## src/ssa_pkg.sv

```systemverilog
// Shared types and constants of the station signal aggregator.
// Used by ssa_div, ssa_dp, ssa_ctrl and the top level; depends on nothing.
package ssa_pkg;

  localparam int unsigned TableEntriesDef = 32;

  localparam int unsigned MacW   = 48;
  localparam int unsigned TimeW  = 32;
  localparam int unsigned CountW = 16;
  localparam int unsigned SumW   = 26;
  localparam int unsigned LvlW   = 10;
  localparam int unsigned OutLvlW = 9;
  localparam int unsigned HoldW  = 8;

  localparam logic [CountW-1:0] CountMax = '1;
  localparam logic signed [LvlW-1:0] MaxFloor = -10'sd255;

  typedef struct packed {
    logic [MacW-1:0]        mac;
    logic [TimeW-1:0]       first;
    logic [CountW-1:0]      count;
    logic signed [SumW-1:0] sum;
    logic signed [LvlW-1:0] vmax;
    logic signed [LvlW-1:0] vmin;
  } entry_t;

  typedef struct packed {
    logic [MacW-1:0]           mac;
    logic signed [OutLvlW-1:0] avg;
    logic signed [OutLvlW-1:0] vmax;
    logic signed [OutLvlW-1:0] vmin;
  } report_t;

  typedef enum logic [3:0] {
    StIdle, StSrchRd, StSrchCmp, StAppend, StSweepInit, StSweepRd,
    StSweepEval, StDivWait, StPush, StEnd, StFlush
  } state_e;

  // Controller to datapath.
  typedef struct packed {
    logic load;
    logic srch_init;
    logic rd;
    logic hit_wr;
    logic idx_inc;
    logic app_wr;
    logic sw_init;
    logic keep_wr;
    logic div_start;
    logic push;
    logic end_cnt;
    logic flush;
  } cmd_t;

  // Datapath to controller.
  typedef struct packed {
    logic frame;
    logic cnt_zero;
    logic match;
    logic last_idx;
    logic old;
    logic div_done;
    logic pend_v;
    logic out_free;
  } stat_t;

endpackage

```

## src/ssa_ctrl.sv

```systemverilog
// Controller state machine: sequences search, append, sweep, report and flush.
// Depends on ssa_pkg.
module ssa_ctrl (
  input  logic           clk_i,
  input  logic           rst_ni,
  input  logic           in_valid_i,
  output logic           in_ready_o,
  input  ssa_pkg::stat_t stat_i,
  output ssa_pkg::cmd_t  cmd_o
);
  import ssa_pkg::*;

  state_e state_q, state_d;
  logic   can_push;

  assign can_push = !stat_i.pend_v || stat_i.out_free;

  always_comb begin
    state_d = state_q;
    unique case (state_q)
      StIdle: if (in_valid_i) state_d = StSrchRd;
      StSrchRd: begin
        if (!stat_i.frame) state_d = StSweepInit;
        else if (stat_i.cnt_zero) state_d = StAppend;
      end
      StSrchCmp: begin
        if (stat_i.match) state_d = StSweepInit;
        else if (stat_i.last_idx) state_d = StAppend;
        else state_d = StSrchRd;
      end
      StAppend: state_d = StSweepInit;
      StSweepInit: state_d = stat_i.cnt_zero ? StFlush : StSweepRd;
      StSweepRd: state_d = StSweepEval;
      StSweepEval: begin
        if (stat_i.old) state_d = StDivWait;
        else if (stat_i.last_idx) state_d = StEnd;
        else state_d = StSweepRd;
      end
      StDivWait: if (stat_i.div_done) state_d = StPush;
      StPush: begin
        if (can_push) state_d = stat_i.last_idx ? StEnd : StSweepRd;
      end
      StEnd: state_d = StFlush;
      StFlush: if (can_push) state_d = StIdle;
      default: state_d = StIdle;
    endcase
    // Search goes on to compare only when there is a frame and a table to look through.
    if (state_q == StSrchRd && stat_i.frame && !stat_i.cnt_zero) state_d = StSrchCmp;
  end

  always_comb begin
    cmd_o = '0;
    in_ready_o = 1'b0;
    unique case (state_q)
      StIdle: begin
        in_ready_o     = 1'b1;
        cmd_o.load     = in_valid_i;
        cmd_o.srch_init = in_valid_i;
      end
      StSrchRd: cmd_o.rd = 1'b1;
      StSrchCmp: begin
        cmd_o.hit_wr  = stat_i.match;
        cmd_o.idx_inc = !stat_i.match;
      end
      StAppend: cmd_o.app_wr = 1'b1;
      StSweepInit: cmd_o.sw_init = 1'b1;
      StSweepRd: cmd_o.rd = 1'b1;
      StSweepEval: begin
        cmd_o.div_start = stat_i.old;
        cmd_o.keep_wr   = !stat_i.old;
      end
      StDivWait: ;
      StPush: begin
        cmd_o.push    = can_push;
        cmd_o.idx_inc = can_push;
      end
      StEnd: cmd_o.end_cnt = 1'b1;
      StFlush: cmd_o.flush = can_push;
      default: ;
    endcase
  end

  always_ff @(posedge clk_i or negedge rst_ni) begin
    if (!rst_ni) state_q <= StIdle;
    else state_q <= state_d;
  end

endmodule

```

## config.mk

```make
export PLATFORM = sky130hd
export DESIGN_NAME = ssa_ctrl
export DESIGN_NICKNAME = d
export VERILOG_FILES = /design/src/ssa_pkg.sv /design/src/ssa_ctrl.sv
export SDC_FILE = /design/constraint.sdc
export NUM_CORES = 1
export LEC_CHECK = 0
export ABC_AREA = 1
export BUFFER_PORTS_ARGS = -buffer_cell sky130_fd_sc_hd__buf_2
export CAP_MARGIN = 20
export CORE_AREA = 10 10 47 49
export CTS_CLUSTER_SIZE = 40
export DETAILED_ROUTE_END_ITERATION = 10
export DIE_AREA = 0 0 57 59
export PLACE_DENSITY = 0.71
export SLEW_MARGIN = 20
export SYNTH_ARGS = -nofsm -noshare
export SYNTH_HDL_FRONTEND = slang
export SYNTH_SLANG_ARGS = --single-unit
```

## constraint.sdc

```tcl
create_clock -name clk_i -period 1.4 [get_ports clk_i]
set_clock_uncertainty 0.15 [all_clocks]
set_input_delay 0.21 -clock clk_i [delete_from_list [all_inputs] [get_ports clk_i]]
set_output_delay 0.21 -clock clk_i [all_outputs]
set_load 0.01 [all_outputs]
```

==> metrics <==
Hold Vio Cnt, Final=0; # IOs=24; vias in the first global route=780; Sink Count=4; commonest cells after routing, fill and taps aside=24 x nand2_1, 21 x buf_2, 11 x buf_4; Rows=14; largest area contributor in the netlist=nand2_1; Die Height=59 µm; WS Path Type=reg -> out; nets=150; max FFs per register=4; syn_area_per_cell=5.503 µm²; final core utilization=0.6938; clock period minus worst slack=1.656 ns; GRT Residual Overflow=0; Tot Pwr=2028 µW; hpwl dp=1.363 mm; initial antenna violation count=0; Mapped Cells=93; CTS tree=built; commonest non-fill, non-tap cell in the layout=nand2_1; Most flops, register=state_q; Iteration-0 DRC Markers=23; vias=758; drt wl/cell=13.90 µm; post-route setup slack=-0.2559 ns; root buffer cell=clkbuf_4; RSZ-0062 raised after global routing=true; FILL cells=125; Worst-Skew Late Latency=0.23 ns; VDD IR max=1.044 mV; failing checks=negative setup slack; PortBufs=23; Worst Max-Slew Pin Slew=0.3419 ns; CP Launch Type=flop; final slew viol count=0; first-pass GRT wire length=3.125 mm; post-synthesis cell area=511.7 µm²; Final ANT Viol Nets=0; Slowest-stage cell, CP=dfrtp_2; P&R area growth vs syn=89.98%; Cell Area, Placed=701.9 µm²; DRT Pass-1 Iters=4; Final Cell Area=972.2 µm²; CTS buffer count=3; share of post-route cells with drive strength above 1=0.6014; Vias/cell=4.922; largest net degree at the start of global routing=7; Die Wd=57 µm; Worst-path clk slew=0.04 ns; CP cell instances=buf_6, nand2_4, nor4_2, buf_2; Slew Limit Headroom=0.7712; max-cap viol count=0; Routed WL=2.141 mm; starting density of the core=0.3652; Max Root-Sink Buffers=2; Synthesis Warnings=0; Worst Setup End Kind=output port; die area=approximately 0.0034 mm²; GRT Total Usage=0.1171; CP required=1.04 ns; part of the cycle the worst path needs=1.183; Synth Register Bits=4; Fmax=603.9 MHz; status=complete, but fails checks; Crit Path Max Fanout=5; Worst EP arrival=1.30 ns; pwr/cell area=2086 mW/mm²; LEAKAGE=0.0005659 µW; top cells by area, synth=nand2_1 22%, dfrtp_1 20%, nor2_1 10%; largest registers=state_q (4); number of H-tree levels=1; worst hold path type=in -> async; worst hold slack=0.1545 ns; post-route setup TNS=-2.863 ns; setup violators final=17; gp weighted congestion=just over 0.9; # DRC=0; Synth top area share=0.2200; # diodes=0; syn nets=104; Distinct cells, synth=18; Core Area=between 0.001 and 0.0015 mm²; post-synthesis sequential area ratio=0.1956; CP max stage delay=0.46 ns
## worst max-delay path, delay by kind of cell (launching register included)
family                 cells  cell delay, ns
flip-flops                 1            0.46
AND/OR/NAND/NOR            2            0.29
buffers and inverters      2            0.31
## area by class of cell
cell class / instances / area, µm² / area share
multi-input combinational: 71 / 450.4 / 0.4633
timing repair buffer: 42 / 299.0 / 0.3076
sequential: 4 / 105.1 / 0.1081
inverter: 17 / 71.32 / 0.07336
clock buffer: 4 / 26.28 / 0.02703
tap: 16 / 20.02 / 0.02059
## cells in the mapped netlist
cell       n
o211ai_1   1
nand4_1    1
nand3_1    7
dfrtp_1    4
nand2_2    2
a21oi_1    1
o21ai_0    2
inv_2      6
inv_1     11
nand3b_1   1
nor2_2     5
nor4_1     1
nand3_2    1
nor2_1    14
nor3_1     2
nand2_1   30
nor2_4     3
buf_4      1
## where the power goes
group	internal, µW	leakage [µW]	switching [µW]
clock	107	0.0000150	45.5
sequential	176	0.0000460	118
combinational	729	0.000505	853
total	1010	0.000566	1020
## cell families after synthesis
family,after synthesis,share of synthesized area
compound gates,4,0.04401
buf+inv,18,0.1394
flops,4,0.1956
simple gates,67,0.6210
## per-stage QoR
| step | std cells | setup slack [ns] |
|---|---|---|
| finish | 154 | -0.2559 |
| global route | 154 | -0.3134 |
| CTS | 151 | -0.2137 |
| detailed placement | 137 | -0.08854 |
| global placement | 137 | -0.07203 |
| floorplan | 93 | 0.003422 |
## per-layer routing
metal	up-vias	global-route usage	share of wire
li1	377	-	-
met4	0	0.08054	0.026
met5	-	0	0
met3	6	0.03219	0.066
met1	341	0.1056	0.37
met2	34	0.2217	0.54
## path summary, 6_finish.rpt
path	start	endpoint	slack, ns	depth (start not counted)
setup / recovery	state_q[1]	cmd_o[0]	-0.26	4
min in group clk_i	stat_i[3]	state_q[1]	0.18	5
setup reg to reg	state_q[2]	state_q[0]	-0.14	9
hold reg to reg	state_q[2]	state_q[3]	0.63	3
hold / removal	rst_ni	state_q[2]	0.15	2
max in group asynchronous	rst_ni	state_q[3]	0.81	2
## timing repair
item | in CTS | in global routing
buffers inserted | 9 | 3
hold buffers | 1 | 0
gates cloned | 0 | 0
pin swaps | 11 | 9
setup endpoints to repair | 17 | 17
resized for setup | 29 | 13
endpoints found under the hold margin | 4 | 0
(Power assumes the default switching activity.)
