==> src/ssa_pkg.sv <==
// Shared types and constants of the station signal aggregator.
// Used by ssa_div, ssa_dp, ssa_ctrl and the top level; depends on nothing.
package ssa_pkg;

  localparam int unsigned TableEntriesDef = 32;

  localparam int unsigned MacW   = 48;
  localparam int unsigned TimeW  = 32;
  localparam int unsigned CountW = 16;
  localparam int unsigned SumW   = 26;
  localparam int unsigned LvlW   = 10;
  localparam int unsigned OutLvlW = 9;
  localparam int unsigned HoldW  = 8;

  localparam logic [CountW-1:0] CountMax = '1;
  localparam logic signed [LvlW-1:0] MaxFloor = -10'sd255;

  typedef struct packed {
    logic [MacW-1:0]        mac;
    logic [TimeW-1:0]       first;
    logic [CountW-1:0]      count;
    logic signed [SumW-1:0] sum;
    logic signed [LvlW-1:0] vmax;
    logic signed [LvlW-1:0] vmin;
  } entry_t;

  typedef struct packed {
    logic [MacW-1:0]           mac;
    logic signed [OutLvlW-1:0] avg;
    logic signed [OutLvlW-1:0] vmax;
    logic signed [OutLvlW-1:0] vmin;
  } report_t;

  typedef enum logic [3:0] {
    StIdle, StSrchRd, StSrchCmp, StAppend, StSweepInit, StSweepRd,
    StSweepEval, StDivWait, StPush, StEnd, StFlush
  } state_e;

  // Controller to datapath.
  typedef struct packed {
    logic load;
    logic srch_init;
    logic rd;
    logic hit_wr;
    logic idx_inc;
    logic app_wr;
    logic sw_init;
    logic keep_wr;
    logic div_start;
    logic push;
    logic end_cnt;
    logic flush;
  } cmd_t;

  // Datapath to controller.
  typedef struct packed {
    logic frame;
    logic cnt_zero;
    logic match;
    logic last_idx;
    logic old;
    logic div_done;
    logic pend_v;
    logic out_free;
  } stat_t;

endpackage

==> src/ssa_div.sv <==
// Restoring divider, one quotient bit per cycle, signed sum by count.
// Depends on ssa_pkg.
module ssa_div (
  input  logic                               clk_i,
  input  logic                               rst_ni,
  input  logic                               start_i,
  input  logic signed [ssa_pkg::SumW-1:0]    sum_i,
  input  logic [ssa_pkg::CountW-1:0]         count_i,
  output logic                               done_o,
  output logic signed [ssa_pkg::OutLvlW-1:0] quot_o
);
  import ssa_pkg::*;

  localparam int unsigned StepW = $clog2(SumW + 1);

  logic              busy_q, busy_d, done_q, done_d;
  logic [StepW-1:0]  step_q, step_d;
  logic [CountW:0]   rem_q, rem_d;
  logic [SumW-1:0]   quo_q, quo_d;
  logic [CountW-1:0] den_q, den_d;
  logic              neg_q, neg_d;
  logic [CountW:0]   rem_sh;
  logic [SumW-1:0]   neg_quo;

  always_comb begin
    busy_d = busy_q;
    done_d = 1'b0;
    step_d = step_q;
    rem_d  = rem_q;
    quo_d  = quo_q;
    den_d  = den_q;
    neg_d  = neg_q;
    rem_sh = {rem_q[CountW-1:0], quo_q[SumW-1]};
    if (start_i) begin
      busy_d = 1'b1;
      step_d = StepW'(SumW);
      rem_d  = '0;
      quo_d  = sum_i[SumW-1] ? SumW'(-sum_i) : SumW'(sum_i);
      den_d  = count_i;
      neg_d  = sum_i[SumW-1];
    end else if (busy_q) begin
      // Zero count divides to zero.
      if (den_q == '0) begin
        quo_d  = '0;
        busy_d = 1'b0;
        done_d = 1'b1;
      end else begin
        if (rem_sh >= {1'b0, den_q}) begin
          rem_d = rem_sh - {1'b0, den_q};
          quo_d = {quo_q[SumW-2:0], 1'b1};
        end else begin
          rem_d = rem_sh;
          quo_d = {quo_q[SumW-2:0], 1'b0};
        end
        step_d = step_q - StepW'(1);
        if (step_q == StepW'(1)) begin
          busy_d = 1'b0;
          done_d = 1'b1;
        end
      end
    end
  end

  always_ff @(posedge clk_i or negedge rst_ni) begin
    if (!rst_ni) begin
      busy_q <= 1'b0;
      done_q <= 1'b0;
      step_q <= '0;
    end else begin
      busy_q <= busy_d;
      done_q <= done_d;
      step_q <= step_d;
    end
  end

  always_ff @(posedge clk_i) begin
    rem_q <= rem_d;
    quo_q <= quo_d;
    den_q <= den_d;
    neg_q <= neg_d;
  end

  assign neg_quo = -quo_q;
  assign done_o  = done_q;
  assign quot_o  = neg_q ? neg_quo[OutLvlW-1:0] : quo_q[OutLvlW-1:0];

endmodule

==> src/ssa_dp.sv <==
// Datapath: station table memory, search and sweep pointers, report and output words.
// Depends on ssa_pkg and ssa_div.
module ssa_dp #(
  parameter int unsigned TableEntries = ssa_pkg::TableEntriesDef
) (
  input  logic                          clk_i,
  input  logic                          rst_ni,
  input  ssa_pkg::cmd_t                 cmd_i,
  output ssa_pkg::stat_t                stat_o,
  input  logic                          cfg_we_i,
  input  logic [ssa_pkg::HoldW-1:0]     cfg_wdata_i,
  input  logic                          in_frame_i,
  input  logic [ssa_pkg::MacW-1:0]      in_mac_i,
  input  logic [7:0]                    in_byte_i,
  input  logic [ssa_pkg::TimeW-1:0]     in_now_i,
  input  logic                          out_ready_i,
  output logic                          out_valid_o,
  output ssa_pkg::report_t              out_word_o,
  output logic                          out_last_o
);
  import ssa_pkg::*;

  localparam int unsigned AddrW = (TableEntries > 1) ? $clog2(TableEntries) : 1;
  localparam int unsigned IdxW  = $clog2(TableEntries + 1);

  entry_t            mem_q [TableEntries];
  entry_t            rd_q, wr_data, upd;
  logic [AddrW-1:0]  wr_addr;
  logic              wr_en;

  logic [HoldW-1:0]  hold_q;
  logic              frame_q;
  logic [MacW-1:0]   mac_q;
  logic signed [LvlW-1:0] lvl_q;
  logic [TimeW-1:0]  now_q;
  logic [IdxW-1:0]   idx_q, kept_q, cnt_q;
  report_t           rep_q, pend_q, out_q;
  logic              pend_v_q, out_v_q, out_last_q;
  logic [TimeW-1:0]  age;
  logic              div_done;
  logic signed [OutLvlW-1:0] div_q;
  logic              out_free;

  // Add the held sample to the entry just read, unless its count is saturated.
  always_comb begin
    upd = rd_q;
    if (rd_q.count != CountMax) begin
      upd.count = rd_q.count + CountW'(1);
      upd.sum   = rd_q.sum + SumW'(lvl_q);
      if (rd_q.vmax < lvl_q) upd.vmax = lvl_q;
      if (rd_q.vmin > lvl_q) upd.vmin = lvl_q;
    end
  end

  always_comb begin
    wr_en   = 1'b0;
    wr_addr = idx_q[AddrW-1:0];
    wr_data = upd;
    if (cmd_i.hit_wr) begin
      wr_en = 1'b1;
    end else if (cmd_i.app_wr && (cnt_q < IdxW'(TableEntries))) begin
      wr_en = 1'b1;
      wr_addr = cnt_q[AddrW-1:0];
      wr_data.mac   = mac_q;
      wr_data.first = now_q;
      wr_data.count = CountW'(1);
      wr_data.sum   = SumW'(lvl_q);
      wr_data.vmax  = (lvl_q > MaxFloor) ? lvl_q : MaxFloor;
      wr_data.vmin  = lvl_q;
    end else if (cmd_i.keep_wr) begin
      wr_en = 1'b1;
      wr_addr = kept_q[AddrW-1:0];
      wr_data = rd_q;
    end
  end

  always_ff @(posedge clk_i) begin
    if (wr_en) mem_q[wr_addr] <= wr_data;
    if (cmd_i.rd) rd_q <= mem_q[idx_q[AddrW-1:0]];
  end

  ssa_div u_div (
    .clk_i   (clk_i),
    .rst_ni  (rst_ni),
    .start_i (cmd_i.div_start),
    .sum_i   (rd_q.sum),
    .count_i (rd_q.count),
    .done_o  (div_done),
    .quot_o  (div_q)
  );

  always_ff @(posedge clk_i) begin
    if (cmd_i.load) begin
      frame_q <= in_frame_i;
      mac_q   <= in_mac_i;
      lvl_q   <= {2'b11, in_byte_i};
      now_q   <= in_now_i;
    end
    if (cmd_i.div_start) begin
      rep_q.mac  <= rd_q.mac;
      rep_q.vmax <= rd_q.vmax[OutLvlW-1:0];
      rep_q.vmin <= rd_q.vmin[OutLvlW-1:0];
    end
    if (div_done) rep_q.avg <= div_q;
    if (cmd_i.push) pend_q <= rep_q;
    if ((cmd_i.push && pend_v_q) || (cmd_i.flush && pend_v_q)) out_q <= pend_q;
  end

  assign out_free = !out_v_q || out_ready_i;

  always_ff @(posedge clk_i or negedge rst_ni) begin
    if (!rst_ni) begin
      hold_q     <= HoldW'(1);
      idx_q      <= '0;
      kept_q     <= '0;
      cnt_q      <= '0;
      pend_v_q   <= 1'b0;
      out_v_q    <= 1'b0;
      out_last_q <= 1'b0;
    end else begin
      if (cfg_we_i) hold_q <= cfg_wdata_i;
      if (cmd_i.srch_init || cmd_i.sw_init) idx_q <= '0;
      else if (cmd_i.idx_inc || cmd_i.keep_wr) idx_q <= idx_q + IdxW'(1);
      if (cmd_i.sw_init) kept_q <= '0;
      else if (cmd_i.keep_wr) kept_q <= kept_q + IdxW'(1);
      if (cmd_i.app_wr && (cnt_q < IdxW'(TableEntries))) cnt_q <= cnt_q + IdxW'(1);
      else if (cmd_i.end_cnt) cnt_q <= kept_q;
      if (out_v_q && out_ready_i) out_v_q <= 1'b0;
      if (cmd_i.push) begin
        pend_v_q <= 1'b1;
        if (pend_v_q) begin
          out_v_q    <= 1'b1;
          out_last_q <= 1'b0;
        end
      end else if (cmd_i.flush && pend_v_q) begin
        pend_v_q   <= 1'b0;
        out_v_q    <= 1'b1;
        out_last_q <= 1'b1;
      end
    end
  end

  assign age = now_q - rd_q.first;

  assign stat_o.frame    = frame_q;
  assign stat_o.cnt_zero = (cnt_q == '0);
  assign stat_o.match    = (rd_q.mac == mac_q);
  assign stat_o.last_idx = ((idx_q + IdxW'(1)) == cnt_q);
  assign stat_o.old      = (age >= TimeW'(hold_q));
  assign stat_o.div_done = div_done;
  assign stat_o.pend_v   = pend_v_q;
  assign stat_o.out_free = out_free;

  assign out_valid_o = out_v_q;
  assign out_word_o  = out_q;
  assign out_last_o  = out_last_q;

endmodule

==> config.mk <==
export PLATFORM = sky130hd
export DESIGN_NAME = ssa_dp
export DESIGN_NICKNAME = d
export VERILOG_FILES = /design/src/ssa_pkg.sv /design/src/ssa_div.sv /design/src/ssa_dp.sv
export SDC_FILE = /design/constraint.sdc
export NUM_CORES = 2
export LEC_CHECK = 0
export BUFFER_PORTS_ARGS = -buffer_cell sky130_fd_sc_hd__buf_4
export CAP_MARGIN = 20
export CORE_MARGIN = 1
export CORE_UTILIZATION = 43
export CTS_BUF_LIST = sky130_fd_sc_hd__clkbuf_4 sky130_fd_sc_hd__clkbuf_8
export DETAILED_ROUTE_END_ITERATION = 8
export PLACE_DENSITY_LB_ADDON = 0.15
export SYNTH_ARGS = -nofsm -noshare
export SYNTH_HDL_FRONTEND = slang
export SYNTH_HIERARCHICAL = 1
export SYNTH_MEMORY_MAX_BITS = 65536
export SYNTH_SLANG_ARGS = --single-unit
==> constraint.sdc <==
create_clock -name clk_i -period 7.4 [get_ports clk_i]
set_input_delay 0.37 -clock clk_i [delete_from_list [all_inputs] [get_ports clk_i]]
set_output_delay 0.37 -clock clk_i [all_outputs]
set_load 0.02 [all_outputs]
==> impl_metrics.csv <==
group,metric,value,unit
layout,seq_area,152700,µm²
power,powerDensity,271.4,nW/µm²
synthesis,ys_types,100,
place,io_buffers,197,
layout,fillers,37260,
clock_network,ctsHoldBuffers,241,
layout,finalNetCount,11010,
critical_path,cp-end-kind,"primary output",
synthesis,ys.flop_type,"edfxtp_1",
place,hpwlAfterDp,293.9,mm
clock_network,cts_resized,0,
power,power_frac_seq,54.3,%
clock_network,cts_buffer_depth,4,
timing,period_share,73.80,%
routing,via_per_inst,5.955,
synthesis,synth.area.top_cells,"edfxtp_1 76%, mux4_2 11%, mux2i_1 2.5%, nand2_1 0.96%, mux2_2 0.84%",
layout,multi_input_area,43260,µm²
floorplan,core,457400,µm²
floorplan,initial_core_util,43.32,%
synthesis,synth_top_family_by_area,"multiplexers",
critical_path,path_class,"reg -> out",
timing,hold-worst-slack,119.5,ps
floorplan,io_pins,198,
timing,hold_viol,0,
synthesis,syn_area,198100,µm²
timing,grt_setup_unrepaired,"no",
layout,area_delta_synth_final,14.74,%
synthesis,synth_warnings,6,
global_routing,grt_start_max_net_pins,112,
flow_run,drv_cap,0,
layout,final_cells,17600,
outcome,status,"completed",
layout,most-common-layout-cells,"5043 x edfxtp_1, 941 x mux4_2, 829 x clkbuf_8",
timing,tightest_slew,1254,ps
global_routing,grt_pass1_wl,823.9,mm
power,combPwrFrac,7.4,%
timing,fin_crit,5462,ps
global_routing,grt.total_usage,25.28,%
power,fin_total_pwr,0.06170,W
synthesis,synth-edff-count,5043,
global_routing,grt_pass1_vias,106300,
power,ir_worst_vdd,0.0002001,V
floorplan,die_x,680.8,µm
routing,wire_per_inst,33.76,µm
synthesis,syn_inst,9769,
timing,fmax,183.1,MHz
synthesis,synth_seq_cells,5095,
clock_network,clock-sinks,5095,
synthesis,async_flop_share,0.7066,%
critical_path,r2r_cells,13,
layout,final_util,49.70,%
power,p_sw,0.01465,W
synthesis,synthXorXnorAreaFrac,0.6852,%
routing,num_vias,104800,
clock_network,cts.clk_slew.worst_paths,60,ps
critical_path,required,7030,ps
place,dp.cells,15850,
synthesis,synthMuxAreaShare,14.00,%
layout,final_common_cell,"edfxtp_1",
hold_path,min_path_type,"in -> reg",
synthesis,synth.largest_area_cell,"edfxtp_1",
routing,firstDrtPassIters,6,
routing,drt_iter0_drc,12520,
synthesis,synthSimpleGateAreaFrac,2.105,%
power,switching_share,23.74,%
timing,slew_viol_final,0,
global_routing,antenna_found_initial,29,
floorplan,rows,248,
timing,clock_skew,114.7,ps
timing,slew_headroom,16.39,%
synthesis,syn_nets,9973,
clock_network,clk_latency,1340,ps
floorplan,fp.dieH,680.8,µm
timing,setup_violations,0,
layout,layout-drive-gt1-share,26.00,%
critical_path,worstPathArrival,5090,ps
routing,drc_errors,0,
clock_network,cts_tree,"done",
clock_network,post-cts-setup-buffer-count,0,
power,p_leak,71.83,nW
synthesis,ys_seq_area_share,77.05,%
clock_network,htreeDepth,6,
clock_network,clock-root-buffer,"clkbuf_8",
synthesis,synth_fa_ha_area_share,0.5860,%
synthesis,syn_area_per_cell,20.28,µm²
clock_network,cts_buffers,817,
critical_path,crit_fanout,5,
floorplan,die_area,463500,µm²
critical_path,start_kind,"register",
synthesis,synth_compound_area_share,4.151,%
routing,wirelength,594.2,mm
power,p_clk_share,38.2,%
place,globalplace.congestion,0.8586,
global_routing,grt-ovfl-total,0,
synthesis,synth_top_area_share,76.43,%
hold_path,holdPathStages,4,
power,internal-power,0.04706,W
routing,ant_nets,0,
timing,finalSetupTns,0,ps
==> kinds of logic (layout without fill, tap and decap cells) <==
logic type	after synthesis	after routing
XOR/XNOR	155	155
flip-flops	5095	5095
other	0	15
adder cells (fa/ha/maj)	91	91
AND/OR/NAND/NOR	938	938
AO/OA/AOI/OAI	1274	1274
multiplexers	1577	1577
buffers and inverters	639	2331
==> registers in the layout, summed over array words and instances (netlist names), 16 cells and up <==
name and flops:
mac_q 48, mem_q 4544, now_q 32, out_word_o 75, pend_q 75, rd_q 142, rep_q 75, u_div/den_q 16
u_div/quo_q 26, u_div/rem_q 16
==> layer usage <==
metal | track usage, % | wire [µm] | up-vias
met1 | 35.02 | 245100 | 56570
met2 | 41.69 | 288600 | 4660
met4 | 7.290 | 17600 | 10
li1 | - | - | 42640
met3 | 3.879 | 42880 | 936
met5 | 0 | 76 | -
==> critical path, cell delays in order (launching register included) <==
cell,delay (ps)
edfxtp_1,380
inv_1,280
ha_1,380
a21o_1,190
a21oi_1,270
nand2_1,170
a31oi_1,230
xnor2_1,100
ha_1,250
a221oi_1,230
o2111ai_1,150
nor3_1,170
nand4_1,130
nor4_1,330
nand4_1,120
nand4b_1,230
buf_4,190
==> final cells by class <==
cell class                      count  share of cell area [%]
Sequential cell                  5095                   67.16
Multi-Input combinational cell   4035                   19.03
Clock buffer                     1092                   5.885
Tap cell                         6125                   3.371
Timing Repair Buffer              740                   3.317
Clock inverter                    384                   1.022
Inverter                          115                  0.1965
Antenna cell                       15                 0.01651
==> metrics by stage <==
stage	area, µm²	setup slack, ps
finish	227300	1938
global route	227300	1625
CTS	226900	1835
detailed placement	208800	2967
global placement	208600	2983
floorplan	198100	-801.8
==> worst paths after layout <==
check / slack (ps) / endpoint / startpoint
worst max-delay path: 1940 / stat_o[3] / rd_q[65]$_DFFE_PP_
worst min-delay path: 120 / idx_q[4]$_DFFE_PN0P_ / cmd_i[5]
min in group asynchronous: 670 / hold_q[2]$_DFFE_PN0P_ / rst_ni
worst max register to register: 2890 / mem_q[5][34]$_DFFE_PP_ / lvl_q[0]$_DFFE_PP_
max in group asynchronous: 6300 / idx_q[1]$_DFFE_PN0P_ / rst_ni
worst min register to register: 380 / out_word_o[9]$_DFFE_PP_ / pend_q[9]$_DFFE_PP_
==> Yosys cell counts, types with 70 or more instances <==
| cell | n |
|---|---|
| edfxtp_1 | 5043 |
| mux4_2 | 941 |
| nand2_1 | 507 |
| mux2i_1 | 489 |
| a21oi_1 | 313 |
| o21ai_0 | 289 |
| clkbuf_1 | 251 |
| nor2_1 | 180 |
| o22ai_1 | 179 |
| o221ai_1 | 153 |
| mux2_2 | 147 |
| buf_2 | 142 |
| inv_1 | 113 |
| xor2_1 | 94 |
| ha_1 | 88 |
| buf_1 | 70 |
==> power groups by stage <==
stage	clock, W	sequential [W]	combinational, W
2_1_floorplan	0	0.0341	0.00260
3_3_place_gp	0	0.0341	0.00430
3_5_place_dp	0	0.0341	0.00443
4_1_cts	0.0241	0.0335	0.00455
5_1_grt	0.0252	0.0336	0.00488
6_report	0.0236	0.0335	0.00459
Power figures use the tool's default switching activity.
